$ cat config.mk
export PLATFORM = sky130hd
export DESIGN_NAME = token_lexer_small_c
export DESIGN_NICKNAME = d
export VERILOG_FILES = /design/src/rtl/tlex_pkg.sv /design/src/rtl/tlex_ram.sv /design/src/rtl/tlex_ctrl.sv /design/src/rtl/tlex_dp.sv /design/src/rtl/token_lexer_small_c.sv
export SDC_FILE = /design/constraint.sdc
export NUM_CORES = 1
export LEC_CHECK = 0
export BUFFER_PORTS_ARGS = -buffer_cell sky130_fd_sc_hd__buf_2
export CAP_MARGIN = 5
export CELL_PAD_IN_SITES_DETAIL_PLACEMENT = 2
export CELL_PAD_IN_SITES_GLOBAL_PLACEMENT = 2
export CORE_ASPECT_RATIO = 0.5
export CORE_UTILIZATION = 45
export DETAILED_ROUTE_END_ITERATION = 8
export GPL_TIMING_DRIVEN = 0
export PLACE_DENSITY = 0.78
export SLEW_MARGIN = 20
export SYNTH_ARGS = -nofsm -noshare
export SYNTH_HDL_FRONTEND = slang
export SYNTH_HIERARCHICAL = 1
export SYNTH_SLANG_ARGS = --single-unit
$ cat constraint.sdc
create_clock -name aclk -period 16.31 [get_ports aclk]
set_input_delay 0.8155 -clock aclk [delete_from_list [all_inputs] [get_ports aclk]]
set_output_delay 0.8155 -clock aclk [all_outputs]
set_load 0.05 [all_outputs]
$ cat src/rtl/tlex_pkg.sv
// shared types, token codes and keyword tables for the small c lexer
`timescale 1ns / 1ps

package tlex_pkg;

    localparam int TLEX_MAX_TEXT = 32;

    localparam logic [1:0] MODE_IDLE = 2'd0;
    localparam logic [1:0] MODE_NUM  = 2'd1;
    localparam logic [1:0] MODE_ID   = 2'd2;
    localparam logic [1:0] MODE_STR  = 2'd3;

    localparam logic [4:0] K_LBRA  = 5'd6;
    localparam logic [4:0] K_RBRA  = 5'd7;
    localparam logic [4:0] K_LPAR  = 5'd8;
    localparam logic [4:0] K_RPAR  = 5'd9;
    localparam logic [4:0] K_PLUS  = 5'd10;
    localparam logic [4:0] K_DIV   = 5'd11;
    localparam logic [4:0] K_MUL   = 5'd12;
    localparam logic [4:0] K_MINUS = 5'd13;
    localparam logic [4:0] K_LESS  = 5'd14;
    localparam logic [4:0] K_SEMI  = 5'd15;
    localparam logic [4:0] K_EQUAL = 5'd16;
    localparam logic [4:0] K_NUM   = 5'd17;
    localparam logic [4:0] K_STR   = 5'd18;
    localparam logic [4:0] K_ID    = 5'd19;
    localparam logic [4:0] K_END   = 5'd20;
    localparam logic [4:0] K_ERR   = 5'd21;

    localparam logic [1:0] SRC_PLAIN = 2'd0;
    localparam logic [1:0] SRC_NUM   = 2'd1;
    localparam logic [1:0] SRC_TEXT  = 2'd2;

    localparam logic [7:0] CH_NUL   = 8'h00;
    localparam logic [7:0] CH_TAB   = 8'h09;
    localparam logic [7:0] CH_LF    = 8'h0a;
    localparam logic [7:0] CH_SPACE = 8'h20;
    localparam logic [7:0] CH_QUOTE = 8'h22;
    localparam logic [7:0] CH_ZERO  = 8'h30;
    localparam logic [7:0] CH_NINE  = 8'h39;
    localparam logic [7:0] CH_UNDER = 8'h5f;
    localparam logic [7:0] CH_A     = 8'h61;
    localparam logic [7:0] CH_Z     = 8'h7a;

    localparam int KW_COUNT = 6;

    // keyword spellings, padded with zeros to eight positions
    localparam logic [7:0] KW_TEXT [KW_COUNT][8] = '{
        '{8'h64, 8'h6f, 8'h00, 8'h00, 8'h00, 8'h00, 8'h00, 8'h00},
        '{8'h65, 8'h6c, 8'h73, 8'h65, 8'h00, 8'h00, 8'h00, 8'h00},
        '{8'h69, 8'h66, 8'h00, 8'h00, 8'h00, 8'h00, 8'h00, 8'h00},
        '{8'h77, 8'h68, 8'h69, 8'h6c, 8'h65, 8'h00, 8'h00, 8'h00},
        '{8'h70, 8'h72, 8'h69, 8'h6e, 8'h74, 8'h00, 8'h00, 8'h00},
        '{8'h73, 8'h79, 8'h73, 8'h74, 8'h65, 8'h6d, 8'h00, 8'h00}
    };

    localparam logic [2:0] KW_LEN [KW_COUNT] = '{3'd2, 3'd4, 3'd2, 3'd5, 3'd5, 3'd6};

    typedef struct packed {
        logic       latch_in;
        logic       acc_load;
        logic       acc_mac;
        logic       text_clear;
        logic       text_append;
        logic       run_start;
        logic       run_next;
        logic       out_load;
        logic [1:0] out_src;
        logic [4:0] out_kind;
    } tlex_cmd_t;

    typedef struct packed {
        logic       eoi;
        logic       is_digit;
        logic       is_lower;
        logic       is_ident;
        logic       is_quote;
        logic       is_ws;
        logic [4:0] char_kind;
        logic       kw_hit;
        logic [4:0] kw_code;
        logic       run_last;
        logic       out_free;
    } tlex_sts_t;

    function automatic logic [4:0] tlex_punct(input logic [7:0] c);
        logic [4:0] k;
        case (c)
            8'h7b:   k = K_LBRA;
            8'h7d:   k = K_RBRA;
            8'h28:   k = K_LPAR;
            8'h29:   k = K_RPAR;
            8'h2b:   k = K_PLUS;
            8'h2f:   k = K_DIV;
            8'h2a:   k = K_MUL;
            8'h2d:   k = K_MINUS;
            8'h3c:   k = K_LESS;
            8'h3b:   k = K_SEMI;
            8'h3d:   k = K_EQUAL;
            default: k = K_ERR;
        endcase
        return k;
    endfunction

endpackage

$ cat src/rtl/tlex_ram.sv
// generic single-port-write ram with registered read
`timescale 1ns / 1ps

module tlex_ram #(
    parameter int WIDTH = 8,
    parameter int DEPTH = 32
) (
    input  logic                     aclk,
    input  logic                     wr_en,
    input  logic [$clog2(DEPTH)-1:0] wr_addr,
    input  logic [WIDTH-1:0]         wr_data,
    input  logic [$clog2(DEPTH)-1:0] rd_addr,
    output logic [WIDTH-1:0]         rd_data
);

    logic [WIDTH-1:0] mem_reg [DEPTH];

    always_ff @(posedge aclk) begin
        if (wr_en) begin
            mem_reg[wr_addr] <= wr_data;
        end
        rd_data <= mem_reg[rd_addr];
    end

endmodule

$ cat src/rtl/tlex_ctrl.sv
// lexer controller: scan mode and token sequencing state machine
`timescale 1ns / 1ps

module tlex_ctrl (
    input  logic                 aclk,
    input  logic                 aresetn,
    input  logic                 s_tvalid,
    output logic                 s_tready,
    output tlex_pkg::tlex_cmd_t  cmd,
    input  tlex_pkg::tlex_sts_t  sts
);
    import tlex_pkg::*;

    localparam logic [2:0] ST_IDLE     = 3'd0;
    localparam logic [2:0] ST_EXEC     = 3'd1;
    localparam logic [2:0] ST_RUN_RD   = 3'd2;
    localparam logic [2:0] ST_RUN_EMIT = 3'd3;
    localparam logic [2:0] ST_END      = 3'd4;

    localparam logic [1:0] RET_IDLE = 2'd0;
    localparam logic [1:0] RET_EXEC = 2'd1;
    localparam logic [1:0] RET_END  = 2'd2;

    logic [2:0] state_reg, state_next;
    logic [1:0] mode_reg, mode_next;
    logic [1:0] ret_reg, ret_next;
    logic [4:0] run_kind_reg, run_kind_next;

    always_ff @(posedge aclk) begin
        if (!aresetn) begin
            state_reg    <= ST_IDLE;
            mode_reg     <= MODE_IDLE;
            ret_reg      <= RET_IDLE;
            run_kind_reg <= K_ID;
        end else begin
            state_reg    <= state_next;
            mode_reg     <= mode_next;
            ret_reg      <= ret_next;
            run_kind_reg <= run_kind_next;
        end
    end

    assign s_tready = (state_reg == ST_IDLE);

    always_comb begin
        cmd           = '0;
        cmd.out_src   = SRC_PLAIN;
        cmd.out_kind  = K_END;
        state_next    = state_reg;
        mode_next     = mode_reg;
        ret_next      = ret_reg;
        run_kind_next = run_kind_reg;
        case (state_reg)
            ST_IDLE: begin
                if (s_tvalid) begin
                    cmd.latch_in = 1'b1;
                    state_next   = ST_EXEC;
                end
            end
            ST_EXEC: begin
                if (sts.eoi) begin
                    case (mode_reg)
                        MODE_NUM: begin
                            if (sts.out_free) begin
                                cmd.out_load = 1'b1;
                                cmd.out_src  = SRC_NUM;
                                cmd.out_kind = K_NUM;
                                mode_next    = MODE_IDLE;
                                state_next   = ST_END;
                            end
                        end
                        MODE_ID: begin
                            if (sts.kw_hit) begin
                                if (sts.out_free) begin
                                    cmd.out_load = 1'b1;
                                    cmd.out_kind = sts.kw_code;
                                    mode_next    = MODE_IDLE;
                                    state_next   = ST_END;
                                end
                            end else begin
                                cmd.run_start = 1'b1;
                                run_kind_next = K_ID;
                                ret_next      = RET_END;
                                mode_next     = MODE_IDLE;
                                state_next    = ST_RUN_RD;
                            end
                        end
                        MODE_STR: begin
                            if (sts.out_free) begin
                                cmd.out_load = 1'b1;
                                cmd.out_kind = K_ERR;
                                mode_next    = MODE_IDLE;
                                state_next   = ST_END;
                            end
                        end
                        default: begin
                            state_next = ST_END;
                        end
                    endcase
                end else begin
                    case (mode_reg)
                        MODE_NUM: begin
                            if (sts.is_digit) begin
                                cmd.acc_mac = 1'b1;
                                state_next  = ST_IDLE;
                            end else if (sts.out_free) begin
                                // flush number, then lex this byte again
                                cmd.out_load = 1'b1;
                                cmd.out_src  = SRC_NUM;
                                cmd.out_kind = K_NUM;
                                mode_next    = MODE_IDLE;
                            end
                        end
                        MODE_ID: begin
                            if (sts.is_ident) begin
                                cmd.text_append = 1'b1;
                                state_next      = ST_IDLE;
                            end else if (sts.kw_hit) begin
                                if (sts.out_free) begin
                                    cmd.out_load = 1'b1;
                                    cmd.out_kind = sts.kw_code;
                                    mode_next    = MODE_IDLE;
                                end
                            end else begin
                                cmd.run_start = 1'b1;
                                run_kind_next = K_ID;
                                ret_next      = RET_EXEC;
                                mode_next     = MODE_IDLE;
                                state_next    = ST_RUN_RD;
                            end
                        end
                        MODE_STR: begin
                            if (sts.is_quote) begin
                                cmd.run_start = 1'b1;
                                run_kind_next = K_STR;
                                ret_next      = RET_IDLE;
                                mode_next     = MODE_IDLE;
                                state_next    = ST_RUN_RD;
                            end else begin
                                cmd.text_append = 1'b1;
                                state_next      = ST_IDLE;
                            end
                        end
                        default: begin
                            if (sts.is_ws) begin
                                state_next = ST_IDLE;
                            end else if (sts.is_quote) begin
                                cmd.text_clear = 1'b1;
                                mode_next      = MODE_STR;
                                state_next     = ST_IDLE;
                            end else if (sts.is_digit) begin
                                cmd.acc_load = 1'b1;
                                mode_next    = MODE_NUM;
                                state_next   = ST_IDLE;
                            end else if (sts.is_lower) begin
                                cmd.text_clear  = 1'b1;
                                cmd.text_append = 1'b1;
                                mode_next       = MODE_ID;
                                state_next      = ST_IDLE;
                            end else if (sts.out_free) begin
                                cmd.out_load = 1'b1;
                                cmd.out_kind = sts.char_kind;
                                state_next   = ST_IDLE;
                            end
                        end
                    endcase
                end
            end
            ST_RUN_RD: begin
                state_next = ST_RUN_EMIT;
            end
            ST_RUN_EMIT: begin
                if (sts.out_free) begin
                    cmd.out_load = 1'b1;
                    cmd.out_src  = SRC_TEXT;
                    cmd.out_kind = run_kind_reg;
                    if (sts.run_last) begin
                        case (ret_reg)
                            RET_EXEC: state_next = ST_EXEC;
                            RET_END:  state_next = ST_END;
                            default:  state_next = ST_IDLE;
                        endcase
                    end else begin
                        cmd.run_next = 1'b1;
                        state_next   = ST_RUN_RD;
                    end
                end
            end
            ST_END: begin
                if (sts.out_free) begin
                    cmd.out_load = 1'b1;
                    cmd.out_kind = K_END;
                    state_next   = ST_IDLE;
                end
            end
            default: begin
                state_next = ST_IDLE;
            end
        endcase
    end

    a_load_needs_room: assert property (@(posedge aclk) disable iff (!aresetn)
        cmd.out_load |-> sts.out_free)
        else $error("result word loaded into a full output register");

    a_run_kind: assert property (@(posedge aclk) disable iff (!aresetn)
        (state_reg == ST_RUN_EMIT) |-> (run_kind_reg == K_ID || run_kind_reg == K_STR))
        else $error("text run with a kind other than identifier or string");

    a_end_returns_idle: assert property (@(posedge aclk) disable iff (!aresetn)
        (state_reg == ST_END && cmd.out_load) |=>
            (state_reg == ST_IDLE && mode_reg == MODE_IDLE))
        else $error("end token not followed by idle scan mode");

    a_mode_at_run: assert property (@(posedge aclk) disable iff (!aresetn)
        (state_reg == ST_RUN_RD || state_reg == ST_RUN_EMIT) |-> (mode_reg == MODE_IDLE))
        else $error("text run while a token is still being scanned");

endmodule

$ cat src/rtl/tlex_dp.sv
// lexer datapath: input word, number accumulator, text buffer, keyword match, output register
`timescale 1ns / 1ps

module tlex_dp #(
    parameter int MAX_TEXT = tlex_pkg::TLEX_MAX_TEXT
) (
    input  logic                 aclk,
    input  logic                 aresetn,
    input  logic [7:0]           s_tdata,
    input  logic                 s_tuser,
    input  tlex_pkg::tlex_cmd_t  cmd,
    output tlex_pkg::tlex_sts_t  sts,
    input  logic                 m_tready,
    output logic                 m_tvalid,
    output logic [47:0]          m_tdata,
    output logic [4:0]           m_tuser,
    output logic                 m_tlast
);
    import tlex_pkg::*;

    localparam int AW = $clog2(MAX_TEXT);
    localparam int LW = $clog2(MAX_TEXT + 1);

    logic [7:0]          char_reg;
    logic                eoi_reg;
    logic [31:0]         acc_reg, acc_next;
    logic [LW-1:0]       len_reg, len_next;
    logic                ovf_reg, ovf_next;
    logic [KW_COUNT-1:0] kw_mask_reg, kw_mask_next;
    logic [AW-1:0]       idx_reg, idx_next;

    logic                out_valid_reg;
    logic [4:0]          out_kind_reg;
    logic [31:0]         out_num_reg;
    logic [7:0]          out_char_reg;
    logic [4:0]          out_index_reg;
    logic                out_trunc_reg;
    logic                out_last_reg;

    logic [7:0]          dsub;
    logic [3:0]          dval;
    logic [LW-1:0]       base_len;
    logic                base_ovf;
    logic [KW_COUNT-1:0] base_mask;
    logic                ram_we;
    logic [AW-1:0]       ram_waddr;
    logic [7:0]          ram_rdata;
    logic                run_last;
    logic                out_free;
    logic                kw_hit;
    logic [4:0]          kw_code;

    // character classes of the held input byte
    always_comb begin
        sts           = '0;
        sts.eoi       = eoi_reg;
        sts.is_digit  = (char_reg >= CH_ZERO) && (char_reg <= CH_NINE);
        sts.is_lower  = (char_reg >= CH_A) && (char_reg <= CH_Z);
        sts.is_ident  = sts.is_digit || sts.is_lower || (char_reg == CH_UNDER);
        sts.is_quote  = (char_reg == CH_QUOTE);
        sts.is_ws     = (char_reg == CH_NUL) || (char_reg == CH_SPACE) ||
                        (char_reg == CH_TAB) || (char_reg == CH_LF);
        sts.char_kind = tlex_punct(char_reg);
        sts.kw_hit    = kw_hit;
        sts.kw_code   = kw_code;
        sts.run_last  = run_last;
        sts.out_free  = out_free;
    end

    assign dsub = char_reg - CH_ZERO;
    assign dval = dsub[3:0];

    always_comb begin
        acc_next = acc_reg;
        if (cmd.acc_load) begin
            acc_next = {28'd0, dval};
        end else if (cmd.acc_mac) begin
            acc_next = {acc_reg[28:0], 3'b000} + {acc_reg[30:0], 1'b0} + {28'd0, dval};
        end
    end

    // text append with running keyword prefix match
    always_comb begin
        base_len     = cmd.text_clear ? '0 : len_reg;
        base_ovf     = cmd.text_clear ? 1'b0 : ovf_reg;
        base_mask    = cmd.text_clear ? '1 : kw_mask_reg;
        len_next     = base_len;
        ovf_next     = base_ovf;
        kw_mask_next = base_mask;
        ram_we       = 1'b0;
        ram_waddr    = base_len[AW-1:0];
        if (cmd.text_append) begin
            if (base_len < LW'(MAX_TEXT)) begin
                ram_we   = 1'b1;
                len_next = base_len + LW'(1);
                for (int w = 0; w < KW_COUNT; w++) begin
                    kw_mask_next[w] = base_mask[w] && (base_len < LW'(KW_LEN[w])) &&
                                      (char_reg == KW_TEXT[w][base_len[2:0]]);
                end
            end else begin
                ovf_next = 1'b1;
            end
        end
    end

    always_comb begin
        kw_hit  = 1'b0;
        kw_code = K_ID;
        for (int w = KW_COUNT - 1; w >= 0; w--) begin
            if (kw_mask_reg[w] && (len_reg == LW'(KW_LEN[w]))) begin
                kw_hit  = !ovf_reg;
                kw_code = 5'(w);
            end
        end
    end

    always_comb begin
        idx_next = idx_reg;
        if (cmd.run_start) begin
            idx_next = '0;
        end else if (cmd.run_next) begin
            idx_next = idx_reg + AW'(1);
        end
    end

    assign run_last = (len_reg == '0) || ((LW'(idx_reg) + LW'(1)) == len_reg);
    assign out_free = !out_valid_reg || m_tready;

    tlex_ram #(
        .WIDTH (8),
        .DEPTH (MAX_TEXT)
    ) u_text_ram (
        .aclk    (aclk),
        .wr_en   (ram_we),
        .wr_addr (ram_waddr),
        .wr_data (char_reg),
        .rd_addr (idx_reg),
        .rd_data (ram_rdata)
    );

    always_ff @(posedge aclk) begin
        if (!aresetn) begin
            eoi_reg     <= 1'b0;
            acc_reg     <= '0;
            len_reg     <= '0;
            ovf_reg     <= 1'b0;
            kw_mask_reg <= '0;
            idx_reg     <= '0;
        end else begin
            if (cmd.latch_in) begin
                eoi_reg <= s_tuser;
            end
            acc_reg     <= acc_next;
            len_reg     <= len_next;
            ovf_reg     <= ovf_next;
            kw_mask_reg <= kw_mask_next;
            idx_reg     <= idx_next;
        end
    end

    always_ff @(posedge aclk) begin
        if (cmd.latch_in) begin
            char_reg <= s_tdata;
        end
    end

    always_ff @(posedge aclk) begin
        if (!aresetn) begin
            out_valid_reg <= 1'b0;
        end else if (cmd.out_load) begin
            out_valid_reg <= 1'b1;
        end else if (m_tready) begin
            out_valid_reg <= 1'b0;
        end
    end

    always_ff @(posedge aclk) begin
        if (cmd.out_load) begin
            out_kind_reg  <= cmd.out_kind;
            out_num_reg   <= (cmd.out_src == SRC_NUM) ? acc_reg : 32'd0;
            out_char_reg  <= (cmd.out_src == SRC_TEXT && len_reg != '0) ? ram_rdata : 8'd0;
            out_index_reg <= (cmd.out_src == SRC_TEXT) ? 5'(idx_reg) : 5'd0;
            out_trunc_reg <= (cmd.out_src == SRC_TEXT) ? ovf_reg : 1'b0;
            out_last_reg  <= (cmd.out_src == SRC_TEXT) ? run_last : 1'b1;
        end
    end

    assign m_tvalid = out_valid_reg;
    assign m_tdata  = {2'b00, out_trunc_reg, out_index_reg, out_char_reg, out_num_reg};
    assign m_tuser  = out_kind_reg;
    assign m_tlast  = out_last_reg;

    a_len_bound: assert property (@(posedge aclk) disable iff (!aresetn)
        len_reg <= LW'(MAX_TEXT))
        else $error("text length past buffer size");

    a_kw_not_truncated: assert property (@(posedge aclk) disable iff (!aresetn)
        kw_hit |-> (!ovf_reg && len_reg <= LW'(6)))
        else $error("keyword hit on overlong text");

    a_load_sets_valid: assert property (@(posedge aclk) disable iff (!aresetn)
        cmd.out_load |=> out_valid_reg)
        else $error("loaded result word not presented");

endmodule

$ cat src/rtl/token_lexer_small_c.sv
// token_lexer_small_c: a source byte in, a result word out per token or text character
// idle takes a byte and exec decodes it, and no new byte is taken meanwhile; a loaded result is
// valid next cycle; a token ended by the next byte is flushed, then that byte is decoded again;
// the end token has its own state; each text char is read from the registered ram, then emitted
// synchronous active-low reset clears scan mode, counters and the output valid;
// the text buffer ram is not cleared and needs no clearing pass
`timescale 1ns / 1ps

module token_lexer_small_c #(
    parameter int MAX_TEXT = tlex_pkg::TLEX_MAX_TEXT
) (
    input  logic        aclk,
    input  logic        aresetn,
    input  logic        s_tvalid,
    output logic        s_tready,
    input  logic [7:0]  s_tdata,   // char_in
    input  logic        s_tuser,   // end_of_input
    output logic        m_tvalid,
    input  logic        m_tready,
    output logic [47:0] m_tdata,   // number_value, text_char, text_index, truncated, 2 zero bits
    output logic [4:0]  m_tuser,   // token_kind
    output logic        m_tlast
);
    import tlex_pkg::*;

    tlex_cmd_t cmd;
    tlex_sts_t sts;

    tlex_ctrl u_ctrl (
        .aclk     (aclk),
        .aresetn  (aresetn),
        .s_tvalid (s_tvalid),
        .s_tready (s_tready),
        .cmd      (cmd),
        .sts      (sts)
    );

    tlex_dp #(
        .MAX_TEXT (MAX_TEXT)
    ) u_dp (
        .aclk     (aclk),
        .aresetn  (aresetn),
        .s_tdata  (s_tdata),
        .s_tuser  (s_tuser),
        .cmd      (cmd),
        .sts      (sts),
        .m_tready (m_tready),
        .m_tvalid (m_tvalid),
        .m_tdata  (m_tdata),
        .m_tuser  (m_tuser),
        .m_tlast  (m_tlast)
    );

endmodule
==> impl_metrics.json, run 1 <==
{
  "syn_inst": 1409,
  "die_x_um": 291,
  "syn_area_mm2": 0.0187,
  "rows": 52,
  "seq_area_frac_synth": 0.583,
  "synth-seq-cells": 388,
  "avgSynthCellArea_um2": 13.3,
  "post-dp-hpwl_um": 46300,
  "synth_async_sr_flop_share": 0,
  "port_buffers": 66,
  "synth_cell_type_count": 85,
  "error": "[ERROR DPL-0033] detailed placement checks failed during check placement.",
  "synth-main-ff-cell": "edfxtp_1",
  "yosys_warnings": 6,
  "synth_edf_count": 316,
  "routabilityCongestion": 0.868,
  "start_util": 0.460,
  "flow.stopped_at": "3_5_place_dp",
  "fp.dieH_um": 146,
  "status": "stopped before the end",
  "io-pin-count": 69
}
-- cells in the mapped netlist, types with 22 or more instances --
master | instances | area, µm²
nor2_1 | 108 | 405
inv_1 | 27 | 101
ha_1 | 72 | 901
dfxtp_1 | 72 | 1440
mux4_2 | 80 | 1800
nand3_1 | 38 | 190
nand2_1 | 80 | 300
o21ai_0 | 69 | 345
a21oi_1 | 60 | 300
nor3_1 | 22 | 110
and2_1 | 59 | 369
xnor2_1 | 29 | 254
clkbuf_1 | 49 | 184
edfxtp_1 | 316 | 9490
-- kinds of logic after synthesis --
| group | synth area share |
|---|---|
| AO/OA/AOI/OAI | 0.0907 |
| buffers and inverters | 0.0285 |
| AND/OR/NAND/NOR | 0.116 |
| flip-flops | 0.583 |
| XOR/XNOR | 0.0220 |
| other | 0.000200 |
| multiplexers | 0.109 |
| adder cells (fa/ha/maj) | 0.0502 |
-- per-stage QoR --
step	area, µm²	setup WS, ns	hold WS (ns)
after floorplan	18800	10.63	0.405
after global placement	19800	7.77	0.435
==> run 2: changes to the inputs <==
--- a/config.mk
+++ b/config.mk
@@ -7,13 +7,10 @@
 export LEC_CHECK = 0
 export BUFFER_PORTS_ARGS = -buffer_cell sky130_fd_sc_hd__buf_2
 export CAP_MARGIN = 5
-export CELL_PAD_IN_SITES_DETAIL_PLACEMENT = 2
-export CELL_PAD_IN_SITES_GLOBAL_PLACEMENT = 2
-export CORE_ASPECT_RATIO = 0.5
-export CORE_UTILIZATION = 45
+export CORE_UTILIZATION = 30
 export DETAILED_ROUTE_END_ITERATION = 8
 export GPL_TIMING_DRIVEN = 0
-export PLACE_DENSITY = 0.78
+export PLACE_DENSITY_LB_ADDON = 0.15
 export SLEW_MARGIN = 20
 export SYNTH_ARGS = -nofsm -noshare
 export SYNTH_HDL_FRONTEND = slang
==> run 2 against run 1 <==
The flow now finishes without violations. Synthesized area unchanged. Synthesized cell count did not move.
==> impl_metrics.json, run 2 <==
{
  "first_pass_iters": 5,
  "die-area_mm2": 0.0635,
  "p_sw_frac": 0.245,
  "stdcell_count": 2406,
  "slew_violations": 0,
  "p_per_area_mw_per_mm2": 103,
  "setup_violations": 0,
  "crit_family": "simple AND/OR/NAND/NOR gates",
  "leakage_nw": 7.45,
  "synth-seq-cells": 388,
  "cp.arrival_ns": 6.56,
  "synth_cell_type_count": 85,
  "cp-end-kind": "flop",
  "crit_required_ns": 16.51,
  "syn_inst": 1409,
  "fp.dieH_um": 252,
  "layout_common_cells": "316 x edfxtp_1, 108 x nor2_1, 80 x nand2_1, 80 x mux4_2, 73 x buf_2",
  "power_frac_comb": 0.084,
  "vias_per_cell": 4.98,
  "dr.first_iter.drc_count": 759,
  "rows": 91,
  "ys_top_cells_by_count": "316 x edfxtp_1, 108 x nor2_1, 80 x mux4_2, 80 x nand2_1",
  "clk_latency_ns": 0.57,
  "cts_tree": "yes",
  "seq_area_frac_synth": 0.583,
  "grt_pass1_vias": 12100,
  "fin_crit_sh": 0.390,
  "synthTopCellsByArea": "edfxtp_1 51%, mux4_2 9.6%, dfxtp_1 7.7%",
  "yosys.area.top_type": "edfxtp_1",
  "coreArea_mm2": 0.0617,
  "rsz0062_at_grt": "no",
  "cts_hold_buf": 0,
  "post-dp-hpwl_um": 35700,
  "worst_slew_pin_slew_ns": 1.02,
  "cts.reportedPaths.clkPinSlew_ns": 0.06,
  "critPathBufInv": 6,
  "largest_reg_flops": 256,
  "drive_gt1_frac": 0.181,
  "hold_violations": 0,
  "slowest_stage": "edfxtp_1",
  "synth_async_sr_flop_share": 0,
  "power_switching_mw": 0.551,
  "vdd_drop_max_v": 0.0000555,
  "wire_per_inst_um": 20.6,
  "grt_max_degree": 25,
  "wl_um": 49600,
  "start_util": 0.304,
  "worst-path-max-fanout": 17,
  "grt_overflow_total": 0,
  "power.internal_mw": 1.70,
  "cts-root-buf": "clkbuf_16",
  "drc": 0,
  "avgSynthCellArea_um2": 13.3,
  "final_common_cell": "edfxtp_1",
  "io-pin-count": 69,
  "cts.htree.levels": 2,
  "groute.usage.overall": 0.158,
  "cts_buffers": 43,
  "vias": 12000,
  "fillers": 6080,
  "diodes": 0,
  "fin_skew_ns": 0.0197,
  "hp-class": "input pin to flop",
  "syn_area_mm2": 0.0187,
  "port_buffers": 66,
  "synth_top_area_share": 0.506,
  "p_seq_frac": 0.494,
  "startpoint_type": "flop",
  "final.min_clock_period_ns": 6.36,
  "routabilityCongestion": 0.866,
  "drtAntennaViolNets": 0,
  "synth_edf_count": 316,
  "postCtsSetupBuffers": 0,
  "max_freq_mhz": 157,
  "dp.cells": 2327,
  "grt_first_pass_wirelength_um": 76100,
  "cp_slowest_stage_delay_ns": 0.75,
  "slew_headroom": 0.317,
  "ctsResizeCount": 0,
  "critPathKind": "flop to flop",
  "yosys_warnings": 6,
  "path_cells": "buf_16 > clkbuf_1 > clkinv_1 > nor2_1 > nand2_1 > nor4_1 > or3_1 > nand2_1 > and2_1 > o32a_1 > nor2_1 > nand2_1 > inv_1 > clkbuf_1 > or3b_2 > clkbuf_1 > nor2_1",
  "status": "finished, final reports clean",
  "die_x_um": 252,
  "yosysMostFrequentCell": "edfxtp_1",
  "cts.sinks": 388,
  "final_nets": 1622,
  "synth-main-ff-cell": "edfxtp_1",
  "tns_ns": 0,
  "antenna_found_initial": 1,
  "syn2layout_area_growth_pct": 16.0,
  "drv_cap": 0,
  "cts_buffer_depth": 3,
  "p_clk_frac": 0.422
}
## run 2: cells by family (layout without fill, tap and decap cells)
kind of cell    after synthesis  after routing  synth area share
other cells                   1              3          0.000200
xor+xnor                     47             47            0.0220
buf+inv                     114            272            0.0285
flops                       388            388             0.583
fa+ha+maj                    74             74            0.0502
simple gates                420            420             0.116
mux                         103            103             0.109
compound gates              262            262            0.0907
## run 2: layer usage
layer | track usage | up-vias | share of wire
li1 | - | 5645 | -
met5 | 0 | - | 0
met2 | 0.246 | 290 | 0.45
met4 | 0.0552 | 0 | 0.032
met1 | 0.225 | 5965 | 0.47
met3 | 0.0239 | 85 | 0.045
## run 2: worst paths after layout
kind                          startpoint                            end  slack [ns]  depth (start not counted)
setup / recovery        u_dp/char_reg[4]  u_dp/u_text_ram/mem_reg[8][7]        9.95                         17
hold / removal                s_tdata[4]               u_dp/char_reg[4]        0.42                          1
setup reg to reg        u_dp/char_reg[4]  u_dp/u_text_ram/mem_reg[8][7]        9.95                         17
hold reg to reg   u_ctrl/run_kind_reg[4]         u_ctrl/run_kind_reg[4]        0.45                          1
## run 2: power groups by stage
| stage | logic (mW) | clock network, mW | registers [mW] |
|---|---|---|---|
| CTS | 0.189 | 0.983 | 1.11 |
| floorplan | 0.0729 | 0 | 1.18 |
| global route | 0.202 | 1.01 | 1.11 |
| detailed placement | 0.189 | 0 | 1.13 |
| finish | 0.188 | 0.949 | 1.11 |
| global placement | 0.163 | 0 | 1.15 |
## run 2: worst register-to-register path, stage by stage, from the launching register on
cell,delay (ns)
edfxtp_1,0.75
buf_16,0.23
clkbuf_1,0.41
clkinv_1,0.37
nor2_1,0.27
nand2_1,0.11
nor4_1,0.30
or3_1,0.27
nand2_1,0.15
and2_1,0.19
o32a_1,0.20
nor2_1,0.36
nand2_1,0.22
inv_1,0.13
clkbuf_1,0.51
or3b_2,0.50
clkbuf_1,0.28
nor2_1,0.74
## run 2: through the flow
stage                     total power, mW  instance area, µm²  worst slack (ns)  hold WS (ns)  utilization
after detailed placement             1.32               20400              9.99         0.441        0.330
final                                2.25               21700              9.95         0.418        0.352
after global routing                 2.33               21700              9.46         0.382        0.352
after floorplan                      1.25               18800             10.63         0.405            -
after CTS                            2.28               21700              9.97         0.370        0.352
after global placement               1.31               20100              7.81         0.432        0.326
## run 2: final cells by class
cell class,count,area (µm²),area share
plain buffers,84,422,0.0194
repair buffers,79,576,0.0265
multi-input cells,909,7300,0.336
inverters,30,113,0.00518
flip-flops and latches,388,10900,0.503
clock inverters,21,201,0.00927
clock buffers,58,1150,0.0530
well taps,837,1050,0.0482
(Power assumes the default switching activity.)
